<file path="config.mk">
export PLATFORM = sky130hd
export DESIGN_NAME = command_frame_receiver
export DESIGN_NICKNAME = d
export VERILOG_FILES = /design/src/rtl/core/cmdfr_pkg.sv /design/src/rtl/core/cmdfr_front.sv /design/src/rtl/core/cmdfr_queue.sv /design/src/rtl/core/cmdfr_back.sv /design/src/rtl/core/command_frame_receiver.sv
export SDC_FILE = /design/constraint.sdc
export NUM_CORES = 1
export LEC_CHECK = 0
export BUFFER_PORTS_ARGS = -buffer_cell sky130_fd_sc_hd__buf_4
export CAP_MARGIN = 20
export CORE_MARGIN = 2
export CORE_UTILIZATION = 30
export CTS_CLUSTER_DIAMETER = 60
export CTS_CLUSTER_SIZE = 20
export DETAILED_ROUTE_END_ITERATION = 12
export MAX_ROUTING_LAYER = met4
export PLACE_DENSITY = 0.52
export SYNTH_ARGS = -nofsm -noshare
export SYNTH_HDL_FRONTEND = slang
export SYNTH_HIERARCHICAL = 1
export SYNTH_SLANG_ARGS = --single-unit
</file>
<file path="constraint.sdc">
create_clock -name clk -period 15.3 [get_ports clk]
set_clock_uncertainty 0.1 [all_clocks]
set_input_delay 0.765 -clock clk [delete_from_list [all_inputs] [get_ports clk]]
set_output_delay 0.765 -clock clk [all_outputs]
set_load 0.02 [all_outputs]
</file>
<file path="src/rtl/core/cmdfr_pkg.sv">
// shared types, constants and register codes of the command frame receiver
package cmdfr_pkg;

    localparam int FRAME_LENGTH = 14;
    localparam int COUNT_W      = 4;
    localparam logic [COUNT_W-1:0] COUNT_MAX = 4'd15;

    // only the leading bytes up to and including the sequence number are checked
    localparam int STORED_BYTES = 10;
    localparam int BYTE_IDX_W   = $clog2(STORED_BYTES);

    localparam int POS_MAGIC_HI = 0;
    localparam int POS_MAGIC_LO = 1;
    localparam int POS_VERSION  = 2;
    localparam int POS_MODE     = 3;
    localparam int POS_ANGLE_HI = 4;
    localparam int POS_ANGLE_LO = 5;
    localparam int POS_MAG      = 6;
    localparam int POS_PAD      = 7;
    localparam int POS_SEQ_HI   = 8;
    localparam int POS_SEQ_LO   = 9;

    localparam int QUEUE_DEPTH = 2;
    localparam int QPTR_W      = $clog2(QUEUE_DEPTH);
    localparam int QCNT_W      = $clog2(QUEUE_DEPTH + 1);

    localparam logic MODE_BYTE     = 1'b0;
    localparam logic MODE_CHECK    = 1'b1;
    localparam logic KIND_VERDICT  = 1'b0;
    localparam logic KIND_TIMEOUT  = 1'b1;
    localparam logic CMD_STOP      = 1'b0;
    localparam logic CMD_DRIVE     = 1'b1;
    localparam logic [7:0] PAD_VALUE = 8'd0;

    localparam int CFG_DATA_W = 32;

    typedef enum logic [2:0] {
        CFG_FRAME_MAGIC     = 3'd0,
        CFG_FRAME_VERSION   = 3'd1,
        CFG_ANGLE_LOWER     = 3'd2,
        CFG_ANGLE_UPPER     = 3'd3,
        CFG_MAGNITUDE_LOWER = 3'd4,
        CFG_MAGNITUDE_UPPER = 3'd5,
        CFG_SEQUENCE_WINDOW = 3'd6,
        CFG_LINK_TIMEOUT    = 3'd7
    } cfg_index_t;

    typedef struct packed {
        logic [15:0]        frame_magic;
        logic [7:0]         frame_version;
        logic signed [15:0] angle_lower_limit;
        logic signed [15:0] angle_upper_limit;
        logic [7:0]         magnitude_lower_limit;
        logic [7:0]         magnitude_upper_limit;
        logic [15:0]        sequence_window;
        logic [31:0]        link_timeout_ms;
    } cfg_t;

    localparam cfg_t CFG_RESET = '{
        frame_magic:           16'd0,
        frame_version:         8'd1,
        angle_lower_limit:     -16'sd180,
        angle_upper_limit:     16'sd180,
        magnitude_lower_limit: 8'd0,
        magnitude_upper_limit: 8'd100,
        sequence_window:       16'd32767,
        link_timeout_ms:       32'd500
    };

    typedef struct packed {
        logic        mode;
        logic [7:0]  wire_byte;
        logic        end_of_datagram;
        logic [31:0] now_ms;
    } rx_item_t;

    typedef struct packed {
        logic               result_kind;
        logic               accepted;
        logic               command_mode;
        logic signed [15:0] steer_angle;
        logic [7:0]         drive_level;
        logic               timed_out;
    } res_item_t;

    // classified work passed from the front to the back
    typedef struct packed {
        logic               kind;
        logic               frame_ok;
        logic               cmd;
        logic signed [15:0] angle;
        logic [7:0]         mag;
        logic [15:0]        seq;
        logic [31:0]        now_ms;
    } entry_t;

endpackage

</file>
<file path="src/rtl/core/cmdfr_front.sv">
// front end: collects datagram bytes and classifies finished frames and time checks
module cmdfr_front (
    input  logic               clk,
    input  logic               rst_n,
    input  cmdfr_pkg::cfg_t     cfg,
    input  logic               rx_valid,
    input  cmdfr_pkg::rx_item_t rx_item,
    output logic               rx_stall,
    input  logic               q_full,
    output logic               q_push,
    output cmdfr_pkg::entry_t   q_entry
);
    import cmdfr_pkg::*;

    logic [COUNT_W-1:0] byte_count_reg;
    logic [COUNT_W-1:0] byte_count_next;
    logic [7:0]         bytes_reg [STORED_BYTES];
    logic               take;
    logic               store;
    logic               len_ok;
    logic               header_ok;
    logic               limits_ok;
    logic               cmd;
    logic signed [15:0] angle;
    logic [7:0]         mag;

    assign rx_stall = q_full;
    assign take     = rx_valid && !q_full;
    assign store    = take && (rx_item.mode == MODE_BYTE) &&
                      (byte_count_reg < COUNT_W'(STORED_BYTES));

    // the final byte completes a full frame when exactly one byte is still missing
    assign len_ok = (byte_count_reg == COUNT_W'(FRAME_LENGTH - 1));

    assign cmd   = bytes_reg[POS_MODE][0];
    assign angle = $signed({bytes_reg[POS_ANGLE_HI], bytes_reg[POS_ANGLE_LO]});
    assign mag   = bytes_reg[POS_MAG];

    assign header_ok = ({bytes_reg[POS_MAGIC_HI], bytes_reg[POS_MAGIC_LO]} == cfg.frame_magic)
                    && (bytes_reg[POS_VERSION] == cfg.frame_version)
                    && (bytes_reg[POS_PAD] == PAD_VALUE)
                    && (bytes_reg[POS_MODE][7:1] == 7'd0);

    assign limits_ok = (cmd == CMD_STOP) ||
                       (angle >= $signed(cfg.angle_lower_limit) &&
                        angle <= $signed(cfg.angle_upper_limit) &&
                        mag >= cfg.magnitude_lower_limit &&
                        mag <= cfg.magnitude_upper_limit);

    always_comb
    begin
        q_push          = 1'b0;
        q_entry         = '0;
        q_entry.now_ms  = rx_item.now_ms;
        byte_count_next = byte_count_reg;
        if (take)
        begin
            if (rx_item.mode == MODE_CHECK)
            begin
                q_push       = 1'b1;
                q_entry.kind = KIND_TIMEOUT;
            end
            else if (rx_item.end_of_datagram)
            begin
                q_push           = 1'b1;
                q_entry.kind     = KIND_VERDICT;
                q_entry.frame_ok = len_ok && header_ok && limits_ok;
                q_entry.cmd      = cmd;
                q_entry.angle    = (cmd == CMD_DRIVE) ? angle : 16'sd0;
                q_entry.mag      = (cmd == CMD_DRIVE) ? mag : 8'd0;
                q_entry.seq      = {bytes_reg[POS_SEQ_HI], bytes_reg[POS_SEQ_LO]};
                byte_count_next  = '0;
            end
            else if (byte_count_reg != COUNT_MAX)
            begin
                byte_count_next = byte_count_reg + COUNT_W'(1);
            end
        end
    end

    always_ff @(posedge clk or negedge rst_n)
    begin
        if (!rst_n)
        begin
            byte_count_reg <= '0;
        end
        else
        begin
            byte_count_reg <= byte_count_next;
        end
    end

    always_ff @(posedge clk)
    begin
        if (store)
        begin
            bytes_reg[byte_count_reg[BYTE_IDX_W-1:0]] <= rx_item.wire_byte;
        end
    end

endmodule

</file>
<file path="src/rtl/core/cmdfr_queue.sv">
// short in-order queue between the front and the back
module cmdfr_queue (
    input  logic             clk,
    input  logic             rst_n,
    input  logic             push,
    input  cmdfr_pkg::entry_t push_entry,
    output logic             full,
    input  logic             pop,
    output logic             valid,
    output cmdfr_pkg::entry_t head
);
    import cmdfr_pkg::*;

    entry_t              entries_reg [QUEUE_DEPTH];
    logic [QPTR_W-1:0]   wr_ptr_reg;
    logic [QPTR_W-1:0]   wr_ptr_next;
    logic [QPTR_W-1:0]   rd_ptr_reg;
    logic [QPTR_W-1:0]   rd_ptr_next;
    logic [QCNT_W-1:0]   count_reg;
    logic [QCNT_W-1:0]   count_next;
    logic                do_push;
    logic                do_pop;

    assign full    = (count_reg == QCNT_W'(QUEUE_DEPTH));
    assign valid   = (count_reg != '0);
    assign head    = entries_reg[rd_ptr_reg];
    assign do_push = push && !full;
    assign do_pop  = pop && valid;

    always_comb
    begin
        wr_ptr_next = wr_ptr_reg;
        rd_ptr_next = rd_ptr_reg;
        count_next  = count_reg;
        if (do_push)
        begin
            wr_ptr_next = (wr_ptr_reg == QPTR_W'(QUEUE_DEPTH - 1)) ? '0
                                                                   : wr_ptr_reg + QPTR_W'(1);
        end
        if (do_pop)
        begin
            rd_ptr_next = (rd_ptr_reg == QPTR_W'(QUEUE_DEPTH - 1)) ? '0
                                                                   : rd_ptr_reg + QPTR_W'(1);
        end
        if (do_push && !do_pop)
        begin
            count_next = count_reg + QCNT_W'(1);
        end
        else if (do_pop && !do_push)
        begin
            count_next = count_reg - QCNT_W'(1);
        end
    end

    always_ff @(posedge clk or negedge rst_n)
    begin
        if (!rst_n)
        begin
            wr_ptr_reg <= '0;
            rd_ptr_reg <= '0;
            count_reg  <= '0;
        end
        else
        begin
            wr_ptr_reg <= wr_ptr_next;
            rd_ptr_reg <= rd_ptr_next;
            count_reg  <= count_next;
        end
    end

    always_ff @(posedge clk)
    begin
        if (do_push)
        begin
            entries_reg[wr_ptr_reg] <= push_entry;
        end
    end

endmodule

</file>
<file path="src/rtl/core/cmdfr_back.sv">
// back end: sequence window, link time bookkeeping and the result register
module cmdfr_back (
    input  logic               clk,
    input  logic               rst_n,
    input  cmdfr_pkg::cfg_t     cfg,
    input  logic               q_valid,
    input  cmdfr_pkg::entry_t   q_head,
    output logic               q_pop,
    output logic               res_valid,
    input  logic               res_stall,
    output cmdfr_pkg::res_item_t res_item
);
    import cmdfr_pkg::*;

    logic        held_reg;
    logic        held_next;
    logic [15:0] last_seq_reg;
    logic [15:0] last_seq_next;
    logic [31:0] last_time_reg;
    logic [31:0] last_time_next;
    logic        out_valid_reg;
    logic        out_valid_next;
    res_item_t   out_item_reg;
    res_item_t   out_item_next;
    logic [15:0] seq_delta;
    logic [31:0] elapsed;
    logic        seq_ok;

    // the result register frees up in the same cycle it is taken
    assign q_pop     = q_valid && (!out_valid_reg || !res_stall);
    assign seq_delta = q_head.seq - last_seq_reg;
    assign elapsed   = q_head.now_ms - last_time_reg;
    assign seq_ok    = !held_reg || (seq_delta != 16'd0 && seq_delta <= cfg.sequence_window);

    always_comb
    begin
        held_next      = held_reg;
        last_seq_next  = last_seq_reg;
        last_time_next = last_time_reg;
        out_valid_next = out_valid_reg && res_stall;
        out_item_next  = out_item_reg;
        if (q_pop)
        begin
            out_valid_next = 1'b1;
            out_item_next  = '0;
            if (q_head.kind == KIND_TIMEOUT)
            begin
                out_item_next.result_kind = KIND_TIMEOUT;
                out_item_next.timed_out   = held_reg && (elapsed > cfg.link_timeout_ms);
            end
            else if (q_head.frame_ok && seq_ok)
            begin
                out_item_next.result_kind  = KIND_VERDICT;
                out_item_next.accepted     = 1'b1;
                out_item_next.command_mode = q_head.cmd;
                out_item_next.steer_angle  = q_head.angle;
                out_item_next.drive_level  = q_head.mag;
                held_next      = 1'b1;
                last_seq_next  = q_head.seq;
                last_time_next = q_head.now_ms;
            end
        end
    end

    always_ff @(posedge clk or negedge rst_n)
    begin
        if (!rst_n)
        begin
            held_reg      <= 1'b0;
            last_seq_reg  <= '0;
            last_time_reg <= '0;
            out_valid_reg <= 1'b0;
        end
        else
        begin
            held_reg      <= held_next;
            last_seq_reg  <= last_seq_next;
            last_time_reg <= last_time_next;
            out_valid_reg <= out_valid_next;
        end
    end

    always_ff @(posedge clk)
    begin
        out_item_reg <= out_item_next;
    end

    assign res_valid = out_valid_reg;
    assign res_item  = out_item_reg;

endmodule

</file>
<file path="src/rtl/core/command_frame_receiver.sv">
// command frame receiver top level: configuration registers, front, queue and back
//
// rx channel: one item per handshake, either a datagram byte (mode 0, the last
// byte of a datagram flagged by end_of_datagram) or a link time check (mode 1)
// carrying the current time in ms. res channel: one verdict per datagram and
// one timeout status per time check; bytes that do not end a datagram give none.
// An item is taken on a clock edge with valid high and stall low.
// Throughput is one item per cycle while rx_stall is low: the front classifies a
// frame in the cycle its final byte arrives, and the back settles the sequence
// window and the link timer as it pops each queued entry.
// A taken item is written into the queue; the back pops it and registers its
// result in the output register, which drives res_valid.
// A stalled result holds the output register; the two-entry queue then fills
// and rx_stall rises while the queue is full.
// Configuration: cfg_write with cfg_index and cfg_data, one register per edge,
// while no item is in flight. Reset restores the register defaults, clears
// the byte count, the held sequence flag, sequence and link time, and empties
// the queue and output register.
module command_frame_receiver (
    input  logic                    clk,
    input  logic                    rst_n,
    input  logic                    cfg_write,
    input  cmdfr_pkg::cfg_index_t    cfg_index,
    input  logic [cmdfr_pkg::CFG_DATA_W-1:0] cfg_data,
    input  logic                    rx_valid,
    output logic                    rx_stall,
    input  cmdfr_pkg::rx_item_t      rx_item,
    output logic                    res_valid,
    input  logic                    res_stall,
    output cmdfr_pkg::res_item_t     res_item
);
    import cmdfr_pkg::*;

    cfg_t   cfg_reg;
    cfg_t   cfg_next;
    logic   q_push;
    logic   q_full;
    logic   q_pop;
    logic   q_valid;
    entry_t q_in;
    entry_t q_head;

    always_comb
    begin
        cfg_next = cfg_reg;
        if (cfg_write)
        begin
            case (cfg_index)
                CFG_FRAME_MAGIC:     cfg_next.frame_magic           = cfg_data[15:0];
                CFG_FRAME_VERSION:   cfg_next.frame_version         = cfg_data[7:0];
                CFG_ANGLE_LOWER:     cfg_next.angle_lower_limit     = $signed(cfg_data[15:0]);
                CFG_ANGLE_UPPER:     cfg_next.angle_upper_limit     = $signed(cfg_data[15:0]);
                CFG_MAGNITUDE_LOWER: cfg_next.magnitude_lower_limit = cfg_data[7:0];
                CFG_MAGNITUDE_UPPER: cfg_next.magnitude_upper_limit = cfg_data[7:0];
                CFG_SEQUENCE_WINDOW: cfg_next.sequence_window       = cfg_data[15:0];
                CFG_LINK_TIMEOUT:    cfg_next.link_timeout_ms       = cfg_data[31:0];
                default:             cfg_next = cfg_reg;
            endcase
        end
    end

    always_ff @(posedge clk or negedge rst_n)
    begin
        if (!rst_n)
        begin
            cfg_reg <= CFG_RESET;
        end
        else
        begin
            cfg_reg <= cfg_next;
        end
    end

    cmdfr_front u_front (
        .clk      (clk),
        .rst_n    (rst_n),
        .cfg      (cfg_reg),
        .rx_valid (rx_valid),
        .rx_item  (rx_item),
        .rx_stall (rx_stall),
        .q_full   (q_full),
        .q_push   (q_push),
        .q_entry  (q_in)
    );

    cmdfr_queue u_queue (
        .clk        (clk),
        .rst_n      (rst_n),
        .push       (q_push),
        .push_entry (q_in),
        .full       (q_full),
        .pop        (q_pop),
        .valid      (q_valid),
        .head       (q_head)
    );

    cmdfr_back u_back (
        .clk       (clk),
        .rst_n     (rst_n),
        .cfg       (cfg_reg),
        .q_valid   (q_valid),
        .q_head    (q_head),
        .q_pop     (q_pop),
        .res_valid (res_valid),
        .res_stall (res_stall),
        .res_item  (res_item)
    );

    // a new result only ever comes out of a queue entry
    a_result_from_queue: assert property (@(posedge clk) disable iff (!rst_n)
        $rose(res_valid) |-> $past(q_pop))
        else $error("result appeared without a queue entry");

    // the front never pushes into a full queue
    a_no_overflow: assert property (@(posedge clk) disable iff (!rst_n)
        q_full |-> !q_push)
        else $error("push into full queue");

    // an accepted frame is a verdict and never flags a timeout
    a_accept_is_verdict: assert property (@(posedge clk) disable iff (!rst_n)
        (res_valid && res_item.accepted) |->
            (res_item.result_kind == KIND_VERDICT && !res_item.timed_out))
        else $error("accepted result with wrong kind or timeout");

    // a timeout status carries no command
    a_timeout_clean: assert property (@(posedge clk) disable iff (!rst_n)
        (res_valid && res_item.result_kind == KIND_TIMEOUT) |->
            (!res_item.accepted && res_item.steer_angle == 16'sd0 &&
             res_item.drive_level == 8'd0 && res_item.command_mode == CMD_STOP))
        else $error("timeout status carries command fields");

endmodule
</file>
==> impl_results.md <==
* Syn Std Cell Area at 0.0219 sq mm
* Data required, critical path at 15.52 ns
* CP Class: reg2reg
* Sequential area share after synthesis at 56.0%
* Slew at the pin with the worst max-slew slack at 1.08 ns
* FF+latch area at 0.0123 sq mm
* DIE HEIGHT at 274 microns
* Vias in the first global route at 13,372
* CTS sink count at 436
* # nets final at 1,963
* Power per cell area at 208 mW/mm^2
* First-pass GRT wire length at 78.0 mm
* Post-CTS Hold Buffers at 0
* CTS Buffer Depth at 3
* CTS tree: done
* RSZ-0062 raised after global routing: no
* Max-slew violation count at 0
* DRC violations left at 0
* Sw Ratio at 37.9%
* Max Cap Viol at 0
* Grt ovf at 0
* Worst min path class: in2async
* Met2 WL at 24.2 mm
* Post-CTS Setup Repair Bufs at 0
* Comb power frac at 46.5%
* Num rows at 98
* Crit path launch type: flip-flop
* Vias at 12,755
* Layout area overhead at 14.1%
* Initial antenna violation count at 3
* DR WL met3 at 1.97 mm
* Leak at 0.0103 uW
* Post-route clock period utilization at 42.7%
* Crit-path max FO at 45
* Hold Violations, Final at 0
* Initial DRC count at 686
* Sequential share of power at 33.2%
* VDD IR-drop max at 0.103 mV
* Sw power at 1960 uW
* Post-layout min period at 6.53 ns
* Internal at 3220 uW
* DR WL/cell at 18.7 microns
* Main synth FF type: edfxtp_1
* Post-Synthesis Cells at 1,637
* Fmax at 153 MHz
* Final TNS setup at 0 ns
* Post-route core utilization at 34.7%
* RD Place Congestion at 0.845
* I/O pins at 112
* ANT nets after route at 0
* Number of synthesized flops with an enable pin at 258
* Die Area at 0.0751 sq mm
* Port bufs at 111
* Root Driver: clkbuf_16
* Multi-input gate area at 0.00856 sq mm
* Syn nets at 1,868
* Die W at 274 microns
* R2R Path End: u_back/res_item[0]
* FF-to-FF path depth at 24
* Clock share of power at 20.3%
* Crit. End Element: flip-flop
* Warnings from Yosys at 6
* Design area at 0.0250 sq mm
* Cell variety after synth at 75
* Detailed Routing Iterations Pass 1 at 7
* GRT Resource Usage Total at 13.9%
* Avg Inst Size Synth at 13.4 sq um
* DP Wirelength at 35.2 mm
* Worst reg2reg setup slack at 8.77 ns
* H-tree depth reported by CTS at 2
* Vias per cell at 4.70
* WP data arrival at 6.76 ns
* Core Area at 0.0719 sq mm
* Clk slew on worst S/H paths at 0.08 ns
* Share of cells above drive strength 1 at 27.1%
* Final setup violation count at 0
* Max-slew headroom at 28.1%
* Fillers at 7,117
* Starting Density at 30.4%
* Max Used Layer: met4
* Area after DPL at 0.0236 sq mm
* Final WL at 50.8 mm
* Met1 WL at 23.6 mm
* Post-CTS Resized at 0
* R2R Path Start: u_queue/rd_ptr_reg
* Clock Latency Late Sink at 0.60 ns
* Run status: complete, no violations
* Largest net degree at the start of global routing at 68
* Post-synthesis register bit count at 436
* Max reg flops at 150
* Async SR Flop Fraction at 40.8%
* TritonCTS buffer count at 40
==> synth_stat cells, drive strengths merged (4+ instances only) <==
master / count / area (sq um)
o22ai: 5 / 31.3
or3: 4 / 25.0
a211oi: 13 / 97.6
o21bai: 5 / 37.5
o31ai: 5 / 37.5
mux2: 243 / 2920
ha: 147 / 1840
buf: 60 / 470
nand3: 18 / 90.1
edfxtp: 258 / 7750
xnor2: 28 / 245
dfrtp: 138 / 3450
or2: 5 / 31.3
a21o: 27 / 203
clkbuf: 13 / 48.8
and3: 28 / 175
dfstp: 40 / 1050
nor2b: 14 / 87.6
nor3: 13 / 65.1
nor4b: 4 / 56.3
and2: 53 / 332
nor4: 13 / 93.8
inv: 158 / 593
or4: 4 / 30.0
nand4: 26 / 163
xor2: 39 / 342
o211ai: 5 / 37.5
o21a: 17 / 128
o21ai: 42 / 214
nand2b: 17 / 106
nand3b: 4 / 30.0
nor3b: 5 / 37.5
nor2: 39 / 146
a21oi: 61 / 305
nand2: 41 / 154
==> worst max-delay path, cell delays in order, from the launching register on <==
cell and delay [ns]:
dfrtp_4 0.91, buf_4 0.62, mux2_2 0.42, inv_1 0.06
ha_1 0.15, inv_1 0.05, fa_1 0.42, a211oi_1 0.23
o21ai_0 0.21, a221o_1 0.41, o211a_1 0.29, and4_1 0.21
o31ai_1 0.31, nand2_1 0.11, xor2_1 0.15, ha_1 0.19
a21o_1 0.17, a21oi_1 0.15, nor2b_1 0.06, o21ai_0 0.15
nand2b_1 0.07, a21oi_1 0.13, o21ai_0 0.15, a2111oi_0 0.35
a21oi_1 0.11
==> cells by family after synthesis <==
| family | synth area share, % |
|---|---|
| buffers and inverters | 5.09 |
| and+or+nand+nor | 7.98 |
| DFF | 56.0 |
| xor gates and xnor gates | 2.68 |
| muxes | 13.5 |
| adders and majority gates | 8.59 |
| AOI/OAI and AO/OA | 6.17 |
==> worst max path at each step <==
stage / from / end / slack [ns] / depth (start not counted)
CTS: u_queue/rd_ptr_reg / u_back/res_item[0] / 8.74 / 24
global route: u_queue/rd_ptr_reg / u_back/res_item[0] / 8.36 / 24
floorplan: u_queue/rd_ptr_reg / u_back/last_time_reg[10] / 10.41 / 23
finish: u_queue/rd_ptr_reg / u_back/res_item[0] / 8.77 / 24
detailed placement: u_queue/rd_ptr_reg / u_back/res_item[0] / 8.77 / 24
global placement: u_queue/rd_ptr_reg / u_back/res_item[0] / 8.78 / 24
==> cells in the final DEF, fill, tap and decap left out, drive strengths merged, types with 12 or more instances in the layout <==
master,synthesis,routed
and2,53,53
a21oi,61,61
nand4,26,26
xnor2,28,28
nand2,41,41
mux2,243,243
a211oi,13,13
inv,158,172
dfstp,40,40
nor3,13,13
clkinv,0,12
o21a,17,17
nor4,13,13
buf,60,126
clkbuf,13,46
and3,28,28
nand2b,17,17
a21o,27,27
ha,147,147
nor2b,14,14
edfxtp,258,258
xor2,39,39
o21ai,42,42
dfrtp,138,138
nand3,18,18
nor2,39,39
==> per-stage QoR <==
step / cells / hold slack, ns / power [uW] / worst slack [ns]
after global placement: 2638 / 0.375 / 4110 / 8.78
after global routing: 2714 / 0.0635 / 5610 / 8.36
after detailed placement: 2640 / 0.382 / 4160 / 8.77
after CTS: 2714 / 0.0472 / 5250 / 8.74
final: 2716 / 0.0434 / 5180 / 8.77
after floorplan: 1637 / 0.356 / 3560 / 10.41
==> power by group through the flow <==
stage               registers [uW]  logic, uW  clock network [uW]
floorplan                     1740       1820                   0
global placement              1740       2370                   0
detailed placement            1750       2410                   0
CTS                           1730       2430                1090
global route                  1760       2710                1140
finish                        1720       2410                1050
==> metal layers <==
| layer | GRT usage, % | vias up |
|---|---|---|
| met5 | - | - |
| met4 | 3.55 | 0 |
| met3 | 2.06 | 75 |
| met2 | 22.6 | 230 |
| met1 | 18.3 | 6363 |
| li1 | - | 6087 |
==> cell type report <==
type                            count  share of cell area (%)
Antenna cell                        2                  0.0201
Clock buffer                       46                    4.14
Clock inverter                     28                    1.43
Inverter                          158                    2.38
Multi-Input combinational cell    970                    34.3
Sequential cell                   436                    49.1
Tap cell                          950                    4.76
Timing Repair Buffer              126                    3.85
Note: power is estimated with default switching activity, not from simulation.
